## config.mk

```make
export PLATFORM = sky130hd
export DESIGN_NAME = hill_cipher_2x2_stream_flat
export DESIGN_NICKNAME = d
export VERILOG_FILES = /design/src/sv/hc_pkg.sv /design/src/sv/hc_in_if.sv /design/src/sv/hc_out_if.sv /design/src/sv/hc_key.sv /design/src/sv/hc_front.sv /design/src/sv/hc_fifo.sv /design/src/sv/hc_back.sv /design/src/sv/hill_cipher_2x2_stream.sv /design/src/flat_wrapper.sv
export SDC_FILE = /design/constraint.sdc
export NUM_CORES = 1
export LEC_CHECK = 0
export BUFFER_PORTS_ARGS = -buffer_cell sky130_fd_sc_hd__buf_2
export CORE_MARGIN = 2
export CORE_UTILIZATION = 58
export DETAILED_ROUTE_END_ITERATION = 10
export GPL_ROUTABILITY_DRIVEN = 0
export GPL_TIMING_DRIVEN = 0
export PLACE_DENSITY = 0.76
export SLEW_MARGIN = 20
export SYNTH_ARGS = -nofsm -noshare
export SYNTH_HDL_FRONTEND = slang
export SYNTH_SLANG_ARGS = --single-unit
```

## constraint.sdc

```tcl
create_clock -name clk_i -period 4.8 [get_ports clk_i]
set_clock_uncertainty 0.2 [all_clocks]
set_input_delay 0.24 -clock clk_i [delete_from_list [all_inputs] [get_ports clk_i]]
set_output_delay 0.24 -clock clk_i [all_outputs]
set_load 0.01 [all_outputs]
```

## src/sv/hc_pkg.sv

```systemverilog
`timescale 1ns / 1ps
// Shared types, constants and mod-26 helpers for the 2x2 Hill cipher stream.
// No dependencies; every other source file but hc_in_if uses this package.
package hc_pkg;

  localparam int unsigned MOD          = 26;
  localparam int unsigned MOD_SQ       = MOD * MOD;
  localparam int unsigned PAD_CODE     = 23;       // 'X'
  localparam int unsigned RECIP26      = 2521;     // ceil(2^16 / 26)
  localparam int unsigned RECIP_SHIFT  = 16;
  localparam int unsigned SETTLE       = 8;        // key pipeline depth
  localparam int unsigned SETTLE_W     = $clog2(SETTLE + 1);
  localparam int unsigned FIFO_DEPTH   = 4;
  localparam int unsigned FIFO_AW      = $clog2(FIFO_DEPTH);

  localparam logic [7:0] ASC_UP_A = 8'h41;
  localparam logic [7:0] ASC_UP_Z = 8'h5A;
  localparam logic [7:0] ASC_LO_A = 8'h61;
  localparam logic [7:0] ASC_LO_Z = 8'h7A;

  typedef logic [4:0]  letter_t;
  typedef logic [5:0]  quot_t;
  typedef logic [9:0]  prod_t;
  typedef logic [10:0] wide_t;

  typedef enum logic [1:0] {
    STAT_LETTER = 2'd0,
    STAT_END    = 2'd1,
    STAT_ODD    = 2'd2,
    STAT_BADKEY = 2'd3
  } status_e;

  typedef enum logic [2:0] {
    CFG_KEY_A   = 3'd0,
    CFG_KEY_B   = 3'd1,
    CFG_KEY_C   = 3'd2,
    CFG_KEY_D   = 3'd3,
    CFG_DECRYPT = 3'd4
  } cfg_idx_e;

  // One unit of work for the back end. kind STAT_LETTER means a letter pair.
  typedef struct packed {
    status_e kind;
    letter_t first;
    letter_t second;
    logic    last;
  } job_t;

  typedef struct packed {
    letter_t m00;
    letter_t m01;
    letter_t m10;
    letter_t m11;
  } key_t;

  typedef struct packed {
    logic ok;       // determinant coprime with 26
    logic ready;    // derived key values have settled
    logic decrypt;
  } key_stat_t;

  function automatic letter_t red26(input letter_t v);
    return (v >= letter_t'(MOD)) ? v - letter_t'(MOD) : v;
  endfunction

  // floor(x / 26), exact for x below 1664
  function automatic quot_t div26(input wide_t x);
    logic [22:0] p;
    p = 23'(x) * 23'(RECIP26);
    return p[RECIP_SHIFT +: 6];
  endfunction

  function automatic letter_t rem26(input wide_t x, input quot_t q);
    wide_t t;
    t = x - wide_t'(q) * wide_t'(MOD);
    return t[4:0];
  endfunction

  function automatic letter_t inv26(input letter_t v);
    letter_t r;
    unique case (v)
      5'd1:    r = 5'd1;
      5'd3:    r = 5'd9;
      5'd5:    r = 5'd21;
      5'd7:    r = 5'd15;
      5'd9:    r = 5'd3;
      5'd11:   r = 5'd19;
      5'd15:   r = 5'd7;
      5'd17:   r = 5'd23;
      5'd19:   r = 5'd11;
      5'd21:   r = 5'd5;
      5'd23:   r = 5'd17;
      5'd25:   r = 5'd25;
      default: r = 5'd0;
    endcase
    return r;
  endfunction

endpackage

```

## src/sv/hc_in_if.sv

```systemverilog
`timescale 1ns / 1ps
// Input channel: one text byte per word plus the end-of-message flag.
// No dependencies.
interface hc_in_if;
  logic       valid;
  logic       ready;
  logic [7:0] symbol;
  logic       message_end;

  modport source (output valid, output symbol, output message_end, input ready);
  modport sink   (input valid, input symbol, input message_end, output ready);
endinterface

```

## src/sv/hc_out_if.sv

```systemverilog
`timescale 1ns / 1ps
// Output channel: one result letter or status word per handshake.
// Uses hc_pkg for the letter type.
interface hc_out_if;
  logic            valid;
  logic            ready;
  hc_pkg::letter_t letter_code;
  logic [1:0]      status;
  logic            final_result;

  modport source (output valid, output letter_code, output status, output final_result,
                  input ready);
  modport sink   (input valid, input letter_code, input status, input final_result,
                  output ready);
endinterface

```

## src/sv/hc_key.sv

```systemverilog
`timescale 1ns / 1ps
// Configuration registers and the pipeline that derives the working matrix.
// Depends on hc_pkg.
module hc_key (
  input  logic                clk_i,
  input  logic                rst_ni,
  input  logic                cfg_we_i,
  input  logic [2:0]          cfg_idx_i,
  input  logic [4:0]          cfg_data_i,
  output hc_pkg::key_t        key_o,
  output hc_pkg::key_stat_t   stat_o
);
  import hc_pkg::*;

  letter_t             key_q [4];   // a, b, c, d
  logic                dec_q;
  logic [SETTLE_W-1:0] settle_q;

  letter_t red_q [4];
  prod_t   ad_q, bc_q;
  wide_t   diff_q;
  quot_t   dq_q;
  letter_t inv_q;
  logic    ok_q;
  prod_t   np_q [4];
  quot_t   nq_q [4];
  key_t    m_q;

  letter_t det;
  letter_t num [4];

  always_ff @(posedge clk_i or negedge rst_ni) begin
    if (!rst_ni) begin
      key_q[0] <= 5'd3;
      key_q[1] <= 5'd3;
      key_q[2] <= 5'd2;
      key_q[3] <= 5'd5;
      dec_q    <= 1'b0;
      settle_q <= SETTLE_W'(SETTLE);
    end else begin
      if (cfg_we_i) begin
        settle_q <= SETTLE_W'(SETTLE);
        unique case (cfg_idx_e'(cfg_idx_i))
          CFG_KEY_A:   key_q[0] <= cfg_data_i;
          CFG_KEY_B:   key_q[1] <= cfg_data_i;
          CFG_KEY_C:   key_q[2] <= cfg_data_i;
          CFG_KEY_D:   key_q[3] <= cfg_data_i;
          CFG_DECRYPT: dec_q    <= cfg_data_i[0];
          default: ;
        endcase
      end else if (settle_q != '0) begin
        settle_q <= settle_q - 1'b1;
      end
    end
  end

  assign det    = rem26(diff_q, dq_q);
  assign num[0] = red_q[3];
  assign num[1] = letter_t'(MOD) - red_q[1];
  assign num[2] = letter_t'(MOD) - red_q[2];
  assign num[3] = red_q[0];

  // det = (ad - bc) mod 26, inverse by table, inverse matrix = inv * adj
  always_ff @(posedge clk_i) begin
    for (int i = 0; i < 4; i++) begin
      red_q[i] <= red26(key_q[i]);
      np_q[i]  <= prod_t'(num[i]) * prod_t'(inv_q);
      nq_q[i]  <= div26(wide_t'(np_q[i]));
    end
    ad_q   <= prod_t'(red_q[0]) * prod_t'(red_q[3]);
    bc_q   <= prod_t'(red_q[1]) * prod_t'(red_q[2]);
    diff_q <= wide_t'(ad_q) + wide_t'(MOD_SQ) - wide_t'(bc_q);
    dq_q   <= div26(diff_q);
    inv_q  <= inv26(det);
    ok_q   <= (inv26(det) != '0);
    if (dec_q) begin
      m_q.m00 <= rem26(wide_t'(np_q[0]), nq_q[0]);
      m_q.m01 <= rem26(wide_t'(np_q[1]), nq_q[1]);
      m_q.m10 <= rem26(wide_t'(np_q[2]), nq_q[2]);
      m_q.m11 <= rem26(wide_t'(np_q[3]), nq_q[3]);
    end else begin
      m_q.m00 <= red_q[0];
      m_q.m01 <= red_q[1];
      m_q.m10 <= red_q[2];
      m_q.m11 <= red_q[3];
    end
  end

  assign key_o          = m_q;
  assign stat_o.ok      = ok_q;
  assign stat_o.ready   = (settle_q == '0);
  assign stat_o.decrypt = dec_q;

endmodule

```

## src/sv/hc_front.sv

```systemverilog
`timescale 1ns / 1ps
// Front end: accepts text words, filters and pairs letters, issues jobs.
// Depends on hc_pkg and hc_in_if.
module hc_front (
  input  logic              clk_i,
  input  logic              rst_ni,
  hc_in_if.sink             in_i,
  input  hc_pkg::key_stat_t key_stat_i,
  input  logic              full_i,
  output logic              push_o,
  output hc_pkg::job_t      job_o
);
  import hc_pkg::*;

  logic    holding_q, holding_d;
  letter_t held_q, held_d;
  logic    is_up, is_lo, is_letter, acc, last, pair, want;
  letter_t code;
  logic [7:0] off;

  assign in_i.ready = key_stat_i.ready && !full_i;
  assign acc        = in_i.valid && in_i.ready;
  assign last       = in_i.message_end;

  assign is_up     = (in_i.symbol >= ASC_UP_A) && (in_i.symbol <= ASC_UP_Z);
  assign is_lo     = (in_i.symbol >= ASC_LO_A) && (in_i.symbol <= ASC_LO_Z);
  assign is_letter = is_up || is_lo;
  assign off       = in_i.symbol - (is_up ? ASC_UP_A : ASC_LO_A);
  assign code      = off[4:0];

  always_comb begin
    holding_d    = holding_q;
    held_d       = held_q;
    pair         = 1'b0;
    want         = 1'b0;
    job_o.kind   = STAT_LETTER;
    job_o.second = code;
    job_o.last   = last;

    if (is_letter) begin
      if (holding_q) begin
        pair      = 1'b1;
        holding_d = 1'b0;
      end else begin
        held_d    = code;
        holding_d = 1'b1;
      end
    end

    if (!key_stat_i.ok) begin
      // bad key: pairs still form, only the end of message reports
      pair = 1'b0;
      if (last) begin
        want       = 1'b1;
        job_o.kind = STAT_BADKEY;
      end
    end else begin
      if (!pair && last && holding_d) begin
        if (key_stat_i.decrypt) begin
          want       = 1'b1;
          job_o.kind = STAT_ODD;
        end else begin
          pair         = 1'b1;
          job_o.second = letter_t'(PAD_CODE);
        end
      end
      if (pair) begin
        want = 1'b1;
      end else if (last && !want) begin
        want       = 1'b1;
        job_o.kind = STAT_END;
      end
    end
    if (last) holding_d = 1'b0;
    job_o.first = held_d;
  end

  assign push_o = acc && want;

  always_ff @(posedge clk_i or negedge rst_ni) begin
    if (!rst_ni) begin
      holding_q <= 1'b0;
      held_q    <= '0;
    end else if (acc) begin
      holding_q <= holding_d;
      held_q    <= held_d;
    end
  end

endmodule

```

## src/sv/hc_fifo.sv

```systemverilog
`timescale 1ns / 1ps
// Short job queue between front and back ends.
// Depends on hc_pkg.
module hc_fifo (
  input  logic         clk_i,
  input  logic         rst_ni,
  input  logic         push_i,
  input  hc_pkg::job_t data_i,
  output logic         full_o,
  input  logic         pop_i,
  output hc_pkg::job_t data_o,
  output logic         valid_o
);
  import hc_pkg::*;

  job_t               mem_q [FIFO_DEPTH];
  logic [FIFO_AW-1:0] wr_q, rd_q;
  logic [FIFO_AW:0]   cnt_q;

  assign full_o  = (cnt_q == (FIFO_AW+1)'(FIFO_DEPTH));
  assign valid_o = (cnt_q != '0);
  assign data_o  = mem_q[rd_q];

  always_ff @(posedge clk_i) begin
    if (push_i) mem_q[wr_q] <= data_i;
  end

  always_ff @(posedge clk_i or negedge rst_ni) begin
    if (!rst_ni) begin
      wr_q  <= '0;
      rd_q  <= '0;
      cnt_q <= '0;
    end else begin
      if (push_i) wr_q <= wr_q + 1'b1;
      if (pop_i)  rd_q <= rd_q + 1'b1;
      unique case ({push_i, pop_i})
        2'b10:   cnt_q <= cnt_q + 1'b1;
        2'b01:   cnt_q <= cnt_q - 1'b1;
        default: cnt_q <= cnt_q;
      endcase
    end
  end

endmodule

```

## src/sv/hc_back.sv

```systemverilog
`timescale 1ns / 1ps
// Back end: expands jobs into result words and does the matrix math mod 26.
// Depends on hc_pkg and hc_out_if.
module hc_back (
  input  logic         clk_i,
  input  logic         rst_ni,
  input  hc_pkg::job_t job_i,
  input  logic         job_valid_i,
  output logic         pop_o,
  input  hc_pkg::key_t key_i,
  hc_out_if.source     out_o
);
  import hc_pkg::*;

  logic    en, is_pair, phase_q;
  letter_t ma, mb;

  logic    v1_q, v2_q, v3_q, vo_q;
  prod_t   p0_q, p1_q;
  wide_t   s2_q, s3_q;
  quot_t   q3_q;
  letter_t lo_q;
  status_e st1_q, st2_q, st3_q, sto_q;
  logic    f1_q, f2_q, f3_q, fo_q;

  // whole pipe stalls while the output word waits
  assign en      = !vo_q || out_o.ready;
  assign is_pair = (job_i.kind == STAT_LETTER);
  assign pop_o   = en && job_valid_i && (!is_pair || phase_q);
  assign ma      = phase_q ? key_i.m10 : key_i.m00;
  assign mb      = phase_q ? key_i.m11 : key_i.m01;

  always_ff @(posedge clk_i or negedge rst_ni) begin
    if (!rst_ni) begin
      phase_q <= 1'b0;
      v1_q    <= 1'b0;
      v2_q    <= 1'b0;
      v3_q    <= 1'b0;
      vo_q    <= 1'b0;
    end else if (en) begin
      if (job_valid_i && is_pair) phase_q <= !phase_q;
      v1_q <= job_valid_i;
      v2_q <= v1_q;
      v3_q <= v2_q;
      vo_q <= v3_q;
    end
  end

  always_ff @(posedge clk_i) begin
    if (en) begin
      if (is_pair) begin
        p0_q  <= prod_t'(ma) * prod_t'(job_i.first);
        p1_q  <= prod_t'(mb) * prod_t'(job_i.second);
        st1_q <= STAT_LETTER;
        f1_q  <= phase_q && job_i.last;
      end else begin
        p0_q  <= '0;
        p1_q  <= '0;
        st1_q <= job_i.kind;
        f1_q  <= 1'b1;
      end
      s2_q  <= wide_t'(p0_q) + wide_t'(p1_q);
      st2_q <= st1_q;
      f2_q  <= f1_q;
      s3_q  <= s2_q;
      q3_q  <= div26(s2_q);
      st3_q <= st2_q;
      f3_q  <= f2_q;
      lo_q  <= rem26(s3_q, q3_q);
      sto_q <= st3_q;
      fo_q  <= f3_q;
    end
  end

  assign out_o.valid        = vo_q;
  assign out_o.letter_code  = lo_q;
  assign out_o.status       = sto_q;
  assign out_o.final_result = fo_q;

endmodule

```

## src/sv/hill_cipher_2x2_stream.sv

```systemverilog
`timescale 1ns / 1ps
// Top level of the 2x2 Hill cipher (mod 26) text stream.
// Depends on hc_pkg, hc_in_if, hc_out_if, hc_key, hc_front, hc_fifo, hc_back.
//
// Takes one text byte per input word and sustains one input word per cycle
// while the job queue has room and the key has settled; the output side
// moves one result word per cycle while out ready is high, two words per
// letter pair, so the output port bounds a stream of pairs. The front end
// filters and pairs letters and drops a job into a four-entry queue; the back
// end runs each result word through a four-stage multiply / mod-26 pipeline.
// The working matrix (and its inverse for decrypt) is derived from the key
// registers by an eight-stage pipeline: after any config write, and after
// reset, in ready stays low until the settle counter has run down. Write
// config only while no word is in flight. A non-letter that causes no result
// leaves nothing behind after the cycle it is taken; the first letter of a
// pair waits in the front end. A bad key (determinant sharing a factor with
// 26) emits only status 3 at message end.
module hill_cipher_2x2_stream (
  input  logic       clk_i,
  input  logic       rst_ni,
  input  logic       cfg_we_i,
  input  logic [2:0] cfg_idx_i,
  input  logic [4:0] cfg_data_i,
  hc_in_if.sink      in_i,
  hc_out_if.source   out_o
);
  import hc_pkg::*;

  key_t      key;
  key_stat_t key_stat;
  job_t      push_job, head_job;
  logic      push, full, pop, head_valid;

  // config registers and derived matrix
  hc_key u_key (
    .clk_i      (clk_i),
    .rst_ni     (rst_ni),
    .cfg_we_i   (cfg_we_i),
    .cfg_idx_i  (cfg_idx_i),
    .cfg_data_i (cfg_data_i),
    .key_o      (key),
    .stat_o     (key_stat)
  );

  // letter filter and pairing
  hc_front u_front (
    .clk_i      (clk_i),
    .rst_ni     (rst_ni),
    .in_i       (in_i),
    .key_stat_i (key_stat),
    .full_i     (full),
    .push_o     (push),
    .job_o      (push_job)
  );

  hc_fifo u_fifo (
    .clk_i   (clk_i),
    .rst_ni  (rst_ni),
    .push_i  (push),
    .data_i  (push_job),
    .full_o  (full),
    .pop_i   (pop),
    .data_o  (head_job),
    .valid_o (head_valid)
  );

  // matrix math and result words
  hc_back u_back (
    .clk_i       (clk_i),
    .rst_ni      (rst_ni),
    .job_i       (head_job),
    .job_valid_i (head_valid),
    .pop_o       (pop),
    .key_i       (key),
    .out_o       (out_o)
  );

endmodule

```

## src/flat_wrapper.sv

```systemverilog
// flat-port wrapper written by rule: the top's interface ports become plain ports
module hill_cipher_2x2_stream_flat import hc_pkg::*;
  (clk_i, rst_ni, cfg_we_i, cfg_idx_i, cfg_data_i, in_i_valid, in_i_symbol, in_i_message_end, in_i_ready, out_o_valid, out_o_letter_code, out_o_status, out_o_final_result, out_o_ready);
  hc_in_if in_i_i ();
  hc_out_if out_o_i ();
  input  logic clk_i;
  input  logic rst_ni;
  input  logic cfg_we_i;
  input  logic [2:0] cfg_idx_i;
  input  logic [4:0] cfg_data_i;
  input wire logic [$bits(in_i_i.valid)-1:0] in_i_valid;
  input wire logic [$bits(in_i_i.symbol)-1:0] in_i_symbol;
  input wire logic [$bits(in_i_i.message_end)-1:0] in_i_message_end;
  output wire logic [$bits(in_i_i.ready)-1:0] in_i_ready;
  output wire logic [$bits(out_o_i.valid)-1:0] out_o_valid;
  output wire logic [$bits(out_o_i.letter_code)-1:0] out_o_letter_code;
  output wire logic [$bits(out_o_i.status)-1:0] out_o_status;
  output wire logic [$bits(out_o_i.final_result)-1:0] out_o_final_result;
  input wire logic [$bits(out_o_i.ready)-1:0] out_o_ready;
  assign in_i_i.valid = in_i_valid;
  assign in_i_i.symbol = in_i_symbol;
  assign in_i_i.message_end = in_i_message_end;
  assign in_i_ready = in_i_i.ready;
  assign out_o_valid = out_o_i.valid;
  assign out_o_letter_code = out_o_i.letter_code;
  assign out_o_status = out_o_i.status;
  assign out_o_final_result = out_o_i.final_result;
  assign out_o_i.ready = out_o_ready;
  hill_cipher_2x2_stream u_core (.clk_i(clk_i), .rst_ni(rst_ni), .cfg_we_i(cfg_we_i), .cfg_idx_i(cfg_idx_i), .cfg_data_i(cfg_data_i), .in_i(in_i_i), .out_o(out_o_i));
endmodule
```

## After elaboration in Yosys (flattened, before gate mapping)

Memory sizes are Yosys's and may differ from the RTL's. A register that Yosys moved wholly into a read port is not among the register bits.
Index checks and enable logic that the tools add are counted.
W data, S select, Z words.

| cells by class | value |
|---|---|
| multipliers | 20 |
| add/subtract/negate cells | 21 |
| eq/ne operators | 7 |
| muxes and demuxes | 38 |
| order comparisons | 8 |
| reductions and logical operators | 35 |

Operators with widths:

| operator | count |
|---|---|
| $mul A10 B12 Y22 const B | 4 |
| $mul A5 B5 Y10 | 8 |
| $mux W5 | 11 |
| $mul A11 B12 Y22 const B | 2 |
| $mul A6 B4 Y4 const B | 6 |
| $sub A5 B5 Y5 | 6 |
| $sub A5 B5 Y5 const B | 5 |
| $ge A5 B5 Y1 const B | 4 |
| $mux W20 | 1 |
| $mux W1 | 17 |
| $ge A8 B7 Y1 const B | 2 |
| $le A8 B7 Y1 const B | 2 |
| $logic_and A1 B1 Y1 | 12 |
| $mux W2 | 6 |
| $reduce_and A2 Y1 | 6 |
| $add A10 B10 Y11 | 1 |
| $add A10 B10 Y11 const B | 1 |
| $sub A11 B10 Y11 | 1 |
| $sub A5 B5 Y5 const A | 2 |
| $mux W4 | 2 |
| $eq A3 B2 Y1 const B | 2 |
| $eq A3 B3 Y1 const B | 2 |
| $logic_not A1 Y1 | 6 |
| $pmux W3 S2 | 1 |
| 15 further kinds | 19 |

| storage, ports and cells | value |
|---|---|
| word-level logic and storage cells | 174 |
| memory bits (writable) | 136 |
| output and inout bits | 10 |
| input bits | 22 |
| ROM bits | 320 |
| register bits | 160 |
| memories kept | 6 |

Memories:

| name | depth | bits a word | rd ports | clocked after Yosys merged registers in | write ports | RTL line | RTL |
|---|---|---|---|---|---|---|---|
| (name not given) | 32 | 5 | 1 | 1 | 0 | hc_pkg.sv:81 | `unique case (v)` |
| (name not given) | 32 | 5 | 1 | 0 | 0 | hc_pkg.sv:81 |  |
| u_core.u_fifo.mem_q | 4 | 13 | 1 | 0 | 1 | hc_fifo.sv:16 | `job_t mem_q [FIFO_DEPTH];` |
| u_core.u_key.np_q | 4 | 10 | 4 | 0 | 4 | hc_key.sv:25 | `prod_t np_q [4];` |
| u_core.u_key.nq_q | 4 | 6 | 4 | 0 | 4 | hc_key.sv:26 | `quot_t nq_q [4];` |
| u_core.u_key.red_q | 4 | 5 | 4 | 0 | 4 | hc_key.sv:19 | `letter_t red_q [4];` |

## Depth between registers and ports, before layout

Gate-level depths: netlist of the first run.

| depth | value |
|---|---|
| depth in word-level cells | 17 |
| gate-level depth with buffers | 16 |
| mapped depth without buffers | 16 |

## Modules after synthesis

From an unflattened synthesis of the first run, not the netlist that was laid out.

| unflattened totals | value |
|---|---|
| cell total of the unflattened synthesis | 2648 |
| area total of the unflattened synthesis | 28244.6 um^2 |

Modules (own cells, without submodules):

| module | area each (um^2) | times used | cells each | seq. area each (um^2) |
|---|---|---|---|---|
| hc_key | 19140.9 | 1 | 1915 | 3378.2 |
| hc_back | 6206.0 | 1 | 573 | 1836.8 |
| hc_fifo | 2297.2 | 1 | 101 | 1736.7 |
| hc_front | 600.6 | 1 | 59 | 150.1 |

## Worst setup path after synthesis of the first run

Ideal clock, no wire load.

| path | value |
|---|---|
| path type | register -> register |
| start point | reg u_core.u_key.diff_q[5] |
| end point | reg u_core.u_key.dq_q[3] |
| arrival | 4.407 ns |
| stages on the path, launching flop included | 15 |
| required time | 4.475 ns |
| setup time | 0.125 ns |
| setup slack | 0.068 ns |
| buffers on the path | 0 |
| period minus slack after synthesis | 4.732 ns |
| path through | dfxtp_1 inv_1 fa_1 fa_1 fa_1 fa_1 fa_1 inv_1 ha_1 and3_1 a221oi_1 o21ai_0 o21a_1 a211oi_1 xnor2_1 |

| between the ends | value |
|---|---|
| longest elaborated chain between the ends | 1 |

Ends and longest elaborated chain:

| element | RTL line | RTL |
|---|---|---|
| from (decl) | hc_key.sv:21 | `wide_t diff_q;` |
| from (signal assigned) | hc_key.sv:72 | `diff_q <= wide_t'(ad_q) + wide_t'(MOD_SQ) - wide_t'(bc_q);` |
| $mul A11 B12 Y22 | hc_pkg.sv:69 | `p = 23'(x) * 23'(RECIP26);` |
| to (signal assigned) | hc_key.sv:73 | `dq_q <= div26(diff_q);` |
| to (decl) | hc_key.sv:22 | `quot_t dq_q;` |

Every way passes these cells.
A chain may end at the register's enable or synchronous reset.

## Worst setup path in the final report of the first run

| path | value |
|---|---|
| start point | reg u_core.u_back.s2_q[3] |
| end point | reg u_core.u_back.q3_q[3], data pin |

| between the ends | value |
|---|---|
| longest elaborated chain between the ends | 1 |

Ends and longest elaborated chain:

| element | RTL line | RTL |
|---|---|---|
| from (decl) | hc_back.sv:20 | `wide_t s2_q, s3_q;` |
| from (signal assigned) | hc_back.sv:62 | `s2_q <= wide_t'(p0_q) + wide_t'(p1_q);` |
| $mul A11 B12 Y22 | hc_pkg.sv:69 |  |
| to (signal assigned) | hc_back.sv:66 | `q3_q <= div26(s2_q);` |
| to (decl) | hc_back.sv:21 | `quot_t q3_q;` |

Every way passes these cells.

==> results.py, run 1 <==
metrics = {
    "drt": {
        "avgViaCountPerCell": 5.365,
        "drt_pass1_iterations": 4,
        "initialDrtViolationCount": 653,
        "drtAntennaViolNets": 0,
        "wl_per_cell_microns": 16.14,
        "via_count": 18100,
        "drc": 0,
        "wl_mm": 54.46,
    },
    "critical_path": {
        "crit_fanout": 5,
        "critPathSlowestCell": "fa_1",
        "crit_path_start_kind": "register",
        "path_class": "reg2reg",
        "worstSetupStartpoint": "u_core.u_back.s2_q[3]$_DFFE_PP_",
        "rr_endpoint": "u_core.u_back.q3_q[3]$_DFFE_PP_",
        "cp-end-kind": "register",
        "crit_required_ns": 4.92,
        "crit_path_cell_trace": "buf_4 > ha_1 > inv_1 > fa_1 > inv_1 > fa_1 > fa_1 > fa_1 > ha_1 > o211ai_1 > nor2_2 > nand3_2 > a41o_1 > a21oi_2 > xnor2_1",
        "reg2reg_from": "u_core.u_back.s2_q[3]$_DFFE_PP_",
        "rr_worst_depth": 15,
        "worstPathArrival_ns": 4.88,
        "reg2reg_slack_ns": 0.04,
        "max_stage_delay_ns": 0.51,
        "cpMostUsedCell": "fa_1",
        "crit_buf_inv": 3,
        "path_delay_family": "adder cells",
        "cp.depth": 15,
    },
    "floorplanning": {
        "io_pins": 32,
        "core-area_sq_mm": 0.04765,
        "die_w_microns": 223.5,
        "start_util": 0.5866,
        "rows": 80,
        "design.die.area_sq_mm": 0.04996,
        "die_y_microns": 223.5,
    },
    "yosys": {
        "synth_compound_area_frac": 0.06129,
        "postSynth.asyncResetShare": 0.1488,
        "yosys_warnings": 0,
        "synth-seq-cells": 289,
        "syn_inst": 2620,
        "synth-xor-area-share": 0.04826,
        "synthMuxAreaShare": 0.02856,
        "synth-simple-area-share": 0.08287,
        "yosys_most_used_dff": "dfxtp_1",
        "synth_edf_count": 109,
        "netlist-cell-type-count": 60,
        "synth_nets": 3480,
        "avgSynthCellArea_sq_um": 10.67,
        "synth_top_family_by_area": "adder cells",
        "syn-cell-area_sq_mm": 0.02795,
        "synthAdderAreaFrac": 0.4496,
        "synth-seq-area-share": 0.2541,
    },
    "cts": {
        "tritoncts": "yes",
        "clock_sinks": 289,
        "cts_buffers": 31,
        "ctsHtreeMaxLevel": 1,
        "worstSkewPairLatency_ns": 0.61,
        "clkTransAtPathRegs_ns": 0.07,
        "cts_root_buffer": "clkbuf_16",
        "cts_buffer_depth": 3,
    },
    "timing": {
        "setup_viol": 0,
        "rsz0062_at_grt": "true",
        "hold_viol": 8,
        "slew_violations": 0,
        "finalCriticalPeriod_ns": 4.755,
        "relSlewSlack": 0.4623,
        "max_freq_mhz": 210.3,
        "hold_slack_ns": -0.007348,
        "tightest_slew_ns": 0.8048,
        "period_share": 0.9907,
    },
    "global_route": {
        "grt_pass1_wl_mm": 92.53,
        "grt_pass1_vias": 19740,
        "globalRoute.totalOverflow": 0,
        "grt_max_degree": 44,
        "grtUsageTotal": 0.2267,
        "antenna_found_initial": 0,
    },
    "placement": {
        "dpl.hpwl_mm": 43.50,
        "io_buffers": 31,
        "dp_cells": 3267,
    },
    "worst_hold_path": {
        "hp-class": "in2async",
    },
    "final_layout": {
        "filler_cell_count": 3525,
        "seqCellArea_sq_mm": 0.007149,
        "fin_util": 0.6444,
        "drive_gt1_frac": 0.08953,
        "mostFrequentLayoutCells": "ha_1, inv_1, fa_1",
        "area_growth_pct": 9.863,
        "layout_commonest_cell": "ha_1",
        "num-nets-final": 3594,
        "antenna_cells": 0,
        "instances_no_fill": 3374,
        "multiInputGateArea_sq_mm": 0.01893,
    },
    "flow_run": {
        "drv_cap": 0,
    },
    "outcome": {
        "violations": "hold timing",
        "outcome": "finished, violations left",
    },
}
==> flip-flops by register name, summed over array words and instances, names as in the netlist, 10 cells and up <==
| name | count |
|---|---|
| u_core.u_key.bc_q | 10 |
| u_core.u_key.red_q | 20 |
| u_core.u_key.ad_q | 10 |
| u_core.u_fifo.mem_q | 52 |
| u_core.u_back.s2_q | 11 |
| u_core.u_key.key_q | 20 |
| u_core.u_key.diff_q | 11 |
| u_core.u_key.nq_q | 16 |
| u_core.u_back.p0_q | 10 |
| u_core.u_key.key_o | 20 |
| u_core.u_back.p1_q | 10 |
| u_core.u_key.np_q | 40 |
==> Yosys cell counts (3+ instances only) <==
library cell / number / area, sq um
a31oi_1: 10 / 62.56
and2_1: 117 / 732.0
xor2_1: 36 / 315.3
dfstp_2: 8 / 210.2
nand3b_1: 3 / 22.52
dfxtp_1: 137 / 2743
or2_2: 7 / 43.79
a211oi_1: 6 / 45.04
clkbuf_1: 30 / 112.6
mux2i_1: 7 / 70.07
o21bai_1: 14 / 105.1
a21boi_0: 7 / 52.55
buf_1: 3 / 11.26
nand2b_1: 16 / 100.1
a221oi_1: 3 / 26.28
and3_1: 4 / 25.02
mux4_2: 13 / 292.8
dfrtp_1: 35 / 875.8
a211o_1: 9 / 78.83
edfxtp_1: 109 / 3273
o211ai_1: 6 / 45.04
o311ai_0: 3 / 26.28
o41ai_1: 7 / 61.31
nand3_1: 8 / 40.04
a21o_1: 33 / 247.7
nor2b_1: 34 / 212.7
o41a_1: 3 / 33.78
inv_1: 522 / 1959
a31o_2: 4 / 35.03
o21a_1: 16 / 120.1
nand4_1: 8 / 50.05
nand2_1: 119 / 446.7
o21ai_0: 43 / 215.2
nor3_1: 30 / 150.1
a21oi_1: 85 / 425.4
or3_1: 5 / 31.28
nor3b_1: 5 / 37.54
o31ai_1: 7 / 52.55
mux2_2: 36 / 405.4
ha_1: 561 / 7019
nor2_1: 93 / 349.1
fa_1: 277 / 5545
xnor2_1: 118 / 1033
==> area by class of cell <==
| class | count | area share |
|---|---|---|
| Buffer | 36 | 0.005664 |
| Clock buffer | 35 | 0.02608 |
| Clock inverter | 23 | 0.01011 |
| Inverter | 522 | 0.06382 |
| Multi-Input combinational cell | 1773 | 0.6167 |
| Sequential cell | 289 | 0.2329 |
| Tap cell | 615 | 0.02506 |
| Timing Repair Buffer | 81 | 0.01972 |
==> stage by stage <==
| stage | setup TNS [ns] | setup slack [ns] | hold WS, ns | cell area [sq um] |
|---|---|---|---|---|
| final | 0 | 0.04465 | -0.007348 | 30700 |
| after floorplan | 0 | 0.06821 | -0.2556 | 27950 |
| after global routing | -0.4093 | -0.09700 | 0.03263 | 30700 |
| after global placement | -2.865 | -0.5082 | 0.2021 | 28870 |
| after CTS | -0.001128 | -0.001128 | 0.01363 | 30460 |
| after detailed placement | -4.670 | -0.5578 | 0.2061 | 28890 |
==> routing by layer <==
| metal | vias up | routed length, microns | track usage |
|---|---|---|---|
| met1 | 8883 | 23230 | 0.2795 |
| met2 | 288 | 27690 | 0.4165 |
| li1 | 8811 | - | - |
| met5 | - | 0 | 0 |
| met3 | 119 | 1743 | 0.02239 |
| met4 | 0 | 1785 | 0.07355 |
==> cells by family (layout without fill, tap and decap cells) <==
| logic type | Yosys count | in the layout |
|---|---|---|
| buffers and inverters | 558 | 697 |
| AO/OA/AOI/OAI | 265 | 265 |
| adder cells (fa/ha/maj) | 838 | 838 |
| multiplexers | 58 | 58 |
| XOR/XNOR | 154 | 154 |
| flip-flops | 289 | 289 |
| AND/OR/NAND/NOR | 458 | 458 |
==> how the worst max path moves through the flow <==
stage                     slack, ns                                   to
after CTS                    -0.001  u_core.u_back.p0_q[8]$_SDFFCE_PP0P_
after detailed placement      -0.56  u_core.u_back.p0_q[9]$_SDFFCE_PP0P_
final                          0.04      u_core.u_back.q3_q[3]$_DFFE_PP_
after global routing           -0.1         u_core.u_key.dq_q[3]$_DFF_P_
after global placement        -0.51  u_core.u_back.p0_q[9]$_SDFFCE_PP0P_
after floorplan                0.07         u_core.u_key.dq_q[3]$_DFF_P_
==> what timing repair did <==
action | CTS | global route
gates cloned | 0 | 0
pin swaps | 21 | 32
hold buffers | 24 | 0
buffers inserted | 13 | 12
setup endpoints to repair | 20 | 21
hold endpoints to repair | 99 | 0
gates resized for setup | 36 | 52
==> worst reg2reg max path: cells and delay by family, from the launching register on <==
kind	cells	cell delay, ns
buffers and inverters	3	0.32
AOI/OAI and AO/OA	3	0.61
and+or+nand+nor	2	0.29
DFF	1	0.45
xor gates and xnor gates	1	0.10
adders and majority gates	6	2.54
Power of run 1 is left out: the tool's default activity adds up to more than one toggle a clock period on the data nets, which glitch-free logic cannot reach.
==> run 2, diff against run 1 <==
==> constraint.sdc (replaced) <==
create_clock -name clk_i -period 4.15 [get_ports clk_i]
set_clock_uncertainty 0.2 [all_clocks]
set_input_delay 0.2075 -clock clk_i [delete_from_list [all_inputs] [get_ports clk_i]]
set_output_delay 0.2075 -clock clk_i [all_outputs]
set_load 0.01 [all_outputs]
==> run 2 against run 1 <==
The run ends with hold timing, setup timing left. Final area up 6.4%. Critical path depth down 1. Fmax up 2.9%. Non-clock buffer count up 68. Register-to-register slack worse by 0.51 ns. Global-route usage up 1.4 points. Core utilization up 4.1 points. Wire length up 8.7%. Die area unchanged. Hold slack better by 0.0019 ns. Critical endpoint is now u_core.u_back.q3_q[1]$_DFFE_PP_.
==> results.py, run 2 (synthesized netlist as in run 1, its figures left out) <==
metrics = {
    "outcome": {
        "outcome": "finished, violations left",
        "violations": "hold timing, setup timing",
    },
    "drt": {
        "wl_mm": 59.18,
        "wl_met1_mm": 24.53,
        "avgViaCountPerCell": 5.463,
        "wl_met2_mm": 30.07,
        "initialDrtViolationCount": 857,
        "wl_met3_mm": 2.568,
        "via_count": 18830,
        "drc": 0,
        "wl_per_cell_microns": 17.17,
        "drtAntennaViolNets": 0,
        "topRoutingLayerUsed": "met4",
        "drt_pass1_iterations": 5,
    },
    "cts": {
        "clkTransAtPathRegs_ns": 0.06,
        "cts_root_buffer": "clkbuf_16",
        "cts_buffer_depth": 3,
        "worstSkewPairLatency_ns": 0.57,
        "cts_buffers": 34,
        "clock_sinks": 289,
        "ctsHtreeMaxLevel": 2,
        "tritoncts": "yes",
    },
    "final_layout": {
        "top_register": "u_core.u_fifo.mem_q",
        "largest_reg_flops": 52,
        "seqCellArea_sq_mm": 0.007261,
        "mostFrequentLayoutCells": "ha_1, inv_1, fa_1",
        "area_growth_pct": 16.94,
        "instances_no_fill": 3446,
        "multiInputGateArea_sq_mm": 0.02014,
        "reg_top3": "u_core.u_fifo.mem_q (52), u_core.u_key.np_q (40)",
        "drive_gt1_frac": 0.1876,
        "design_area_sq_mm": 0.03268,
        "antenna_cells": 0,
        "layout_commonest_cell": "ha_1",
        "num-nets-final": 3665,
        "filler_cell_count": 3272,
    },
    "global_route": {
        "grt_pass1_vias": 20530,
        "grtUsageTotal": 0.2409,
        "grt_pass1_wl_mm": 97.34,
        "globalRoute.totalOverflow": 0,
        "grt_max_degree": 44,
        "antenna_found_initial": 0,
    },
    "floorplanning": {
        "design.die.area_sq_mm": 0.04996,
        "die_w_microns": 223.5,
        "start_util": 0.5866,
        "core-area_sq_mm": 0.04765,
        "io_pins": 32,
        "rows": 80,
        "die_y_microns": 223.5,
    },
    "critical_path": {
        "rr_worst_depth": 14,
        "crit_fanout": 5,
        "reg2reg_slack_ns": -0.47,
        "rr_endpoint": "u_core.u_back.q3_q[1]$_DFFE_PP_",
        "worstPathArrival_ns": 4.72,
        "path_class": "reg2reg",
        "reg2reg_from": "u_core.u_back.s2_q[3]$_DFFE_PP_",
        "cp-end-kind": "register",
        "crit_path_start_kind": "register",
        "crit_required_ns": 4.25,
    },
    "timing": {
        "period_share": 1.113,
        "setup_viol": 28,
        "tightest_slew_ns": 0.9430,
        "hold_viol": 4,
        "max_freq_mhz": 216.4,
        "relSlewSlack": 0.3665,
        "hold_slack_ns": -0.005421,
        "slew_violations": 0,
        "rsz0062_at_grt": "true",
        "setup_ws_ns": -0.4701,
        "finalCriticalPeriod_ns": 4.620,
    },
    "worst_hold_path": {
        "hp-class": "in2async",
    },
    "placement": {
        "place_area_sq_mm": 0.02911,
        "dpl.hpwl_mm": 43.52,
        "io_buffers": 31,
        "dp_cells": 3267,
    },
    "flow_run": {
        "drv_cap": 0,
    },
}
[run 2: stage by stage]
step	hold WS, ns	worst slack [ns]	setup TNS, ns	util
3_3_place_gp	0.1985	-0.6048	-10.53	0.6105
6_report	-0.005421	-0.4701	-5.948	0.6859
4_1_cts	0.01791	-0.5115	-6.697	0.6676
5_1_grt	0.03629	-0.6100	-9.931	0.6859
3_5_place_dp	0.1975	-0.6779	-12.38	0.6109
2_1_floorplan	-0.2881	-0.3163	-2.105	-
[run 2: worst max path at each step]
| stage | from | end | slack [ns] |
|---|---|---|---|
| after detailed placement | u_core.u_key.diff_q[6]$_DFF_P_ | u_core.u_key.dq_q[2]$_DFF_P_ | -0.68 |
| final | u_core.u_back.s2_q[3]$_DFFE_PP_ | u_core.u_back.q3_q[1]$_DFFE_PP_ | -0.47 |
| after global routing | u_core.u_back.s2_q[4]$_DFFE_PP_ | u_core.u_back.q3_q[1]$_DFFE_PP_ | -0.61 |
| after floorplan | u_core.u_back.s2_q[3]$_DFFE_PP_ | u_core.u_back.q3_q[1]$_DFFE_PP_ | -0.32 |
| after global placement | u_core.u_key.diff_q[6]$_DFF_P_ | u_core.u_key.dq_q[2]$_DFF_P_ | -0.60 |
| after CTS | u_core.u_key.diff_q[7]$_DFF_P_ | u_core.u_key.dq_q[1]$_DFF_P_ | -0.51 |
[run 2: repair_timing]
| action | in CTS | in global routing |
|---|---|---|
| endpoints found under the setup margin | 38 | 46 |
| gates resized for setup | 153 | 162 |
| hold endpoints to repair | 98 | 0 |
| setup buffers | 88 | 23 |
| pin swaps | 123 | 143 |
| hold buffers | 22 | 0 |
[run 2: layer usage]
metal	global-route usage	vias to the layer above
met5	0	-
li1	-	8953
met3	0.03161	146
met2	0.4274	416
met4	0.08903	0
met1	0.3005	9310
[run 2: layout make-up]
cell class              count  share of cell area
plain buffers              29            0.005207
clock buffers              45             0.02822
clock inverters            17            0.006470
inverters                 522             0.06011
multi-input cells        1773              0.6162
flip-flops and latches    289              0.2222
well taps                 615             0.02355
repair buffers            156             0.03809
[run 2: worst max-delay path: stages, from the launching register on]
cell      delay (ns)
edfxtp_1        0.50
ha_1            0.37
inv_1           0.07
fa_1            0.51
inv_1           0.06
fa_1            0.40
fa_1            0.50
fa_1            0.51
ha_1            0.32
o211ai_1        0.11
nor2_2          0.16
o31ai_2         0.11
a41o_4          0.32
nor2b_4         0.13
xnor2_1         0.11
Power of run 2 is left out for the same reason.
==> run 3, diff against run 2 <==
--- a/config.mk
+++ b/config.mk
@@ -5,6 +5,7 @@
 export SDC_FILE = /design/constraint.sdc
 export NUM_CORES = 1
 export LEC_CHECK = 0
+export ABC_AREA = 1
 export BUFFER_PORTS_ARGS = -buffer_cell sky130_fd_sc_hd__buf_2
 export CORE_MARGIN = 2
 export CORE_UTILIZATION = 58
==> run 3 against run 2 <==
The run still ends with hold timing, setup timing left. Clock-buffer cell count decreased by 2. Core utilization is 1.4 points lower. Critical path depth is 2 higher.
==> results.py, run 3 <==
metrics = {
    "yosys": {
        "synth_area_leaders": "ha_1, fa_1, edfxtp_1",
        "synth-seq-area-share": 0.2329,
        "avgSynthCellArea_sq_um": 8.548,
        "netlist-cell-type-count": 50,
        "syn-cell-area_sq_mm": 0.03050,
        "yosys_most_used_dff": "dfxtp_1",
        "postSynth.asyncResetShare": 0.1488,
        "ys_top_cells_by_count": "inv_1, nand2_1, ha_1",
        "synth-seq-cells": 289,
        "yosysTopAreaCell": "ha_1",
        "syn_inst": 3568,
        "synth.most_common_cell": "inv_1",
        "synth_edf_count": 109,
        "yosys_warnings": 0,
        "netlist.area_leader.share": 0.2301,
        "synth_nets": 4428,
    },
    "cts": {
        "cts_buffers": 34,
        "ctsHtreeMaxLevel": 2,
        "clock_sinks": 289,
        "clkTransAtPathRegs_ns": 0.06,
        "cts_buffer_depth": 3,
        "cts_root_buffer": "clkbuf_16",
        "worstSkewPairLatency_ns": 0.56,
        "tritoncts": "yes",
    },
    "floorplanning": {
        "die_y_microns": 233.3,
        "design.die.area_sq_mm": 0.05444,
        "start_util": 0.5839,
        "io_pins": 32,
        "rows": 84,
        "core-area_sq_mm": 0.05224,
        "die_w_microns": 233.3,
    },
    "critical_path": {
        "rr_endpoint": "u_core.u_back.q3_q[2]$_DFFE_PP_",
        "crit_required_ns": 4.26,
        "cp-end-kind": "register",
        "critPathSlowestCell": "fa_1",
        "reg2reg_slack_ns": -0.13,
        "crit_buf_inv": 4,
        "worstSetupStartpoint": "u_core.u_back.s2_q[8]$_DFFE_PP_",
        "crit_path_cell_trace": "buf_4 > ha_4 > fa_1 > inv_1 > fa_1 > inv_1 > fa_1 > ha_1 > ha_4 > nand2_2 > nor2_4 > inv_2 > nor3_2 > nand2_1 > nand3_1 > nand2_1",
        "cpMostUsedCell": "fa_1",
        "path_delay_family": "adder cells",
        "max_stage_delay_ns": 0.54,
        "crit_fanout": 5,
        "reg2reg_from": "u_core.u_back.s2_q[8]$_DFFE_PP_",
        "path_class": "reg2reg",
        "crit_path_start_kind": "register",
        "rr_worst_depth": 16,
        "worstPathArrival_ns": 4.39,
    },
    "placement": {
        "dpl.hpwl_mm": 49.24,
        "dp_cells": 4287,
        "io_buffers": 31,
    },
    "timing": {
        "period_share": 1.032,
        "setup_viol": 5,
        "tightest_slew_ns": 0.8215,
        "slew_violations": 0,
        "max_freq_mhz": 233.6,
        "finalCriticalPeriod_ns": 4.281,
        "setup_ws_ns": -0.1312,
        "relSlewSlack": 0.4518,
        "hold_slack_ns": -0.02043,
        "hold_viol": 8,
        "rsz0062_at_grt": "true",
    },
    "drt": {
        "drc": 0,
        "drtAntennaViolNets": 0,
        "wl_mm": 66.29,
        "drt_pass1_iterations": 6,
        "wl_per_cell_microns": 14.89,
        "initialDrtViolationCount": 1172,
        "via_count": 23230,
        "avgViaCountPerCell": 5.216,
    },
    "final_layout": {
        "layout_commonest_cell": "inv_1",
        "instances_no_fill": 4453,
        "antenna_cells": 0,
        "drive_gt1_frac": 0.1333,
        "mostFrequentLayoutCells": "inv_1, nand2_1, ha_1",
        "num-nets-final": 4599,
        "reg_top3": "u_core.u_fifo.mem_q (52), u_core.u_key.np_q (40)",
        "filler_cell_count": 3981,
        "top_register": "u_core.u_fifo.mem_q",
        "area_growth_pct": 15.01,
        "largest_reg_flops": 52,
    },
    "global_route": {
        "antenna_found_initial": 0,
        "globalRoute.totalOverflow": 0,
        "grt_pass1_vias": 22590,
        "grt_pass1_wl_mm": 105.6,
        "grtUsageTotal": 0.2374,
        "grt_max_degree": 62,
    },
    "outcome": {
        "violations": "hold timing, setup timing",
        "outcome": "finished, violations left",
    },
    "flow_run": {
        "drv_cap": 0,
    },
    "worst_hold_path": {
        "hp-class": "in2async",
    },
}
## run 3: cell count changes after synthesis, sizes merged, moves of 79 or more
cell,previous run,this run
and2,117,3
inv,522,791
nand2,120,768
nand3,8,149
o21ai,43,122
xnor2,118,36
## run 3: worst reg2reg max path, stage by stage (launching register included)
cell	delay [ns]
edfxtp_1	0.48
buf_4	0.19
ha_4	0.24
fa_1	0.54
inv_1	0.06
fa_1	0.52
inv_1	0.05
fa_1	0.47
ha_1	0.35
ha_4	0.29
nand2_2	0.10
nor2_4	0.17
inv_2	0.06
nor3_2	0.10
nand2_1	0.10
nand3_1	0.08
nand2_1	0.05
## run 3: layer usage
layer,vias up,wire length (microns),part of all wire,GRT usage
met4,0,1897,0.029,0.06827
met1,11010,27870,0.42,0.3055
met3,146,2858,0.043,0.03442
li1,11580,-,-,-
met2,491,33660,0.51,0.4146
met5,-,0,0,0
## run 3: stage by stage
step	TNS, ns	utilization	instance area [sq um]	hold WS, ns	worst slack (ns)
after global placement	-7.148	0.6042	31560	0.1882	-0.4282
after detailed placement	-8.354	0.6045	31570	0.1983	-0.4348
after CTS	-0.3049	0.6443	33660	0.004558	-0.08625
after floorplan	-0.2707	-	30550	-0.2881	-0.1114
final	-0.4759	0.6715	35080	-0.02043	-0.1312
after global routing	-2.259	0.6715	35080	0.03811	-0.3131
## run 3: how the worst max path moves through the flow
stage                                          end  slack, ns  cells after the start
5_1_grt            u_core.u_back.q3_q[1]$_DFFE_PP_      -0.31                     16
6_report           u_core.u_back.q3_q[2]$_DFFE_PP_      -0.13                     16
3_3_place_gp   u_core.u_back.p0_q[7]$_SDFFCE_PP0P_      -0.43                     16
3_5_place_dp   u_core.u_back.p0_q[7]$_SDFFCE_PP0P_      -0.43                     16
2_1_floorplan      u_core.u_back.q3_q[0]$_DFFE_PP_      -0.11                     15
4_1_cts            u_core.u_back.q3_q[2]$_DFFE_PP_      -0.09                     15
## run 3: logic make-up after synthesis
| logic type | share of synthesized area |
|---|---|
| fa+ha+maj | 0.4120 |
| flops | 0.2329 |
| simple gates | 0.1606 |
| compound gates | 0.06018 |
| xor+xnor | 0.02872 |
| buf+inv | 0.1047 |
| mux | 0.0009846 |
## run 3: final cells by class
| class | count | area [sq um] | area share |
|---|---|---|---|
| inverters | 793 | 3002 | 0.08557 |
| plain buffers | 38 | 244.0 | 0.006956 |
| clock buffers | 43 | 918.4 | 0.02618 |
| flip-flops and latches | 289 | 7253 | 0.2068 |
| repair buffers | 139 | 1025 | 0.02921 |
| clock inverters | 19 | 227.7 | 0.006492 |
| well taps | 688 | 860.8 | 0.02454 |
| multi-input cells | 2444 | 21550 | 0.6143 |
## run 3: repair_timing
action                                  CTS  global route
resized for setup                       129           213
buffers inserted                         35            52
pin swaps                                37           103
hold buffers                             21             0
endpoints found under the setup margin   38            43
hold endpoints to repair                 90             0
gates cloned                              0             0
Power of run 3 is left out for the same reason.
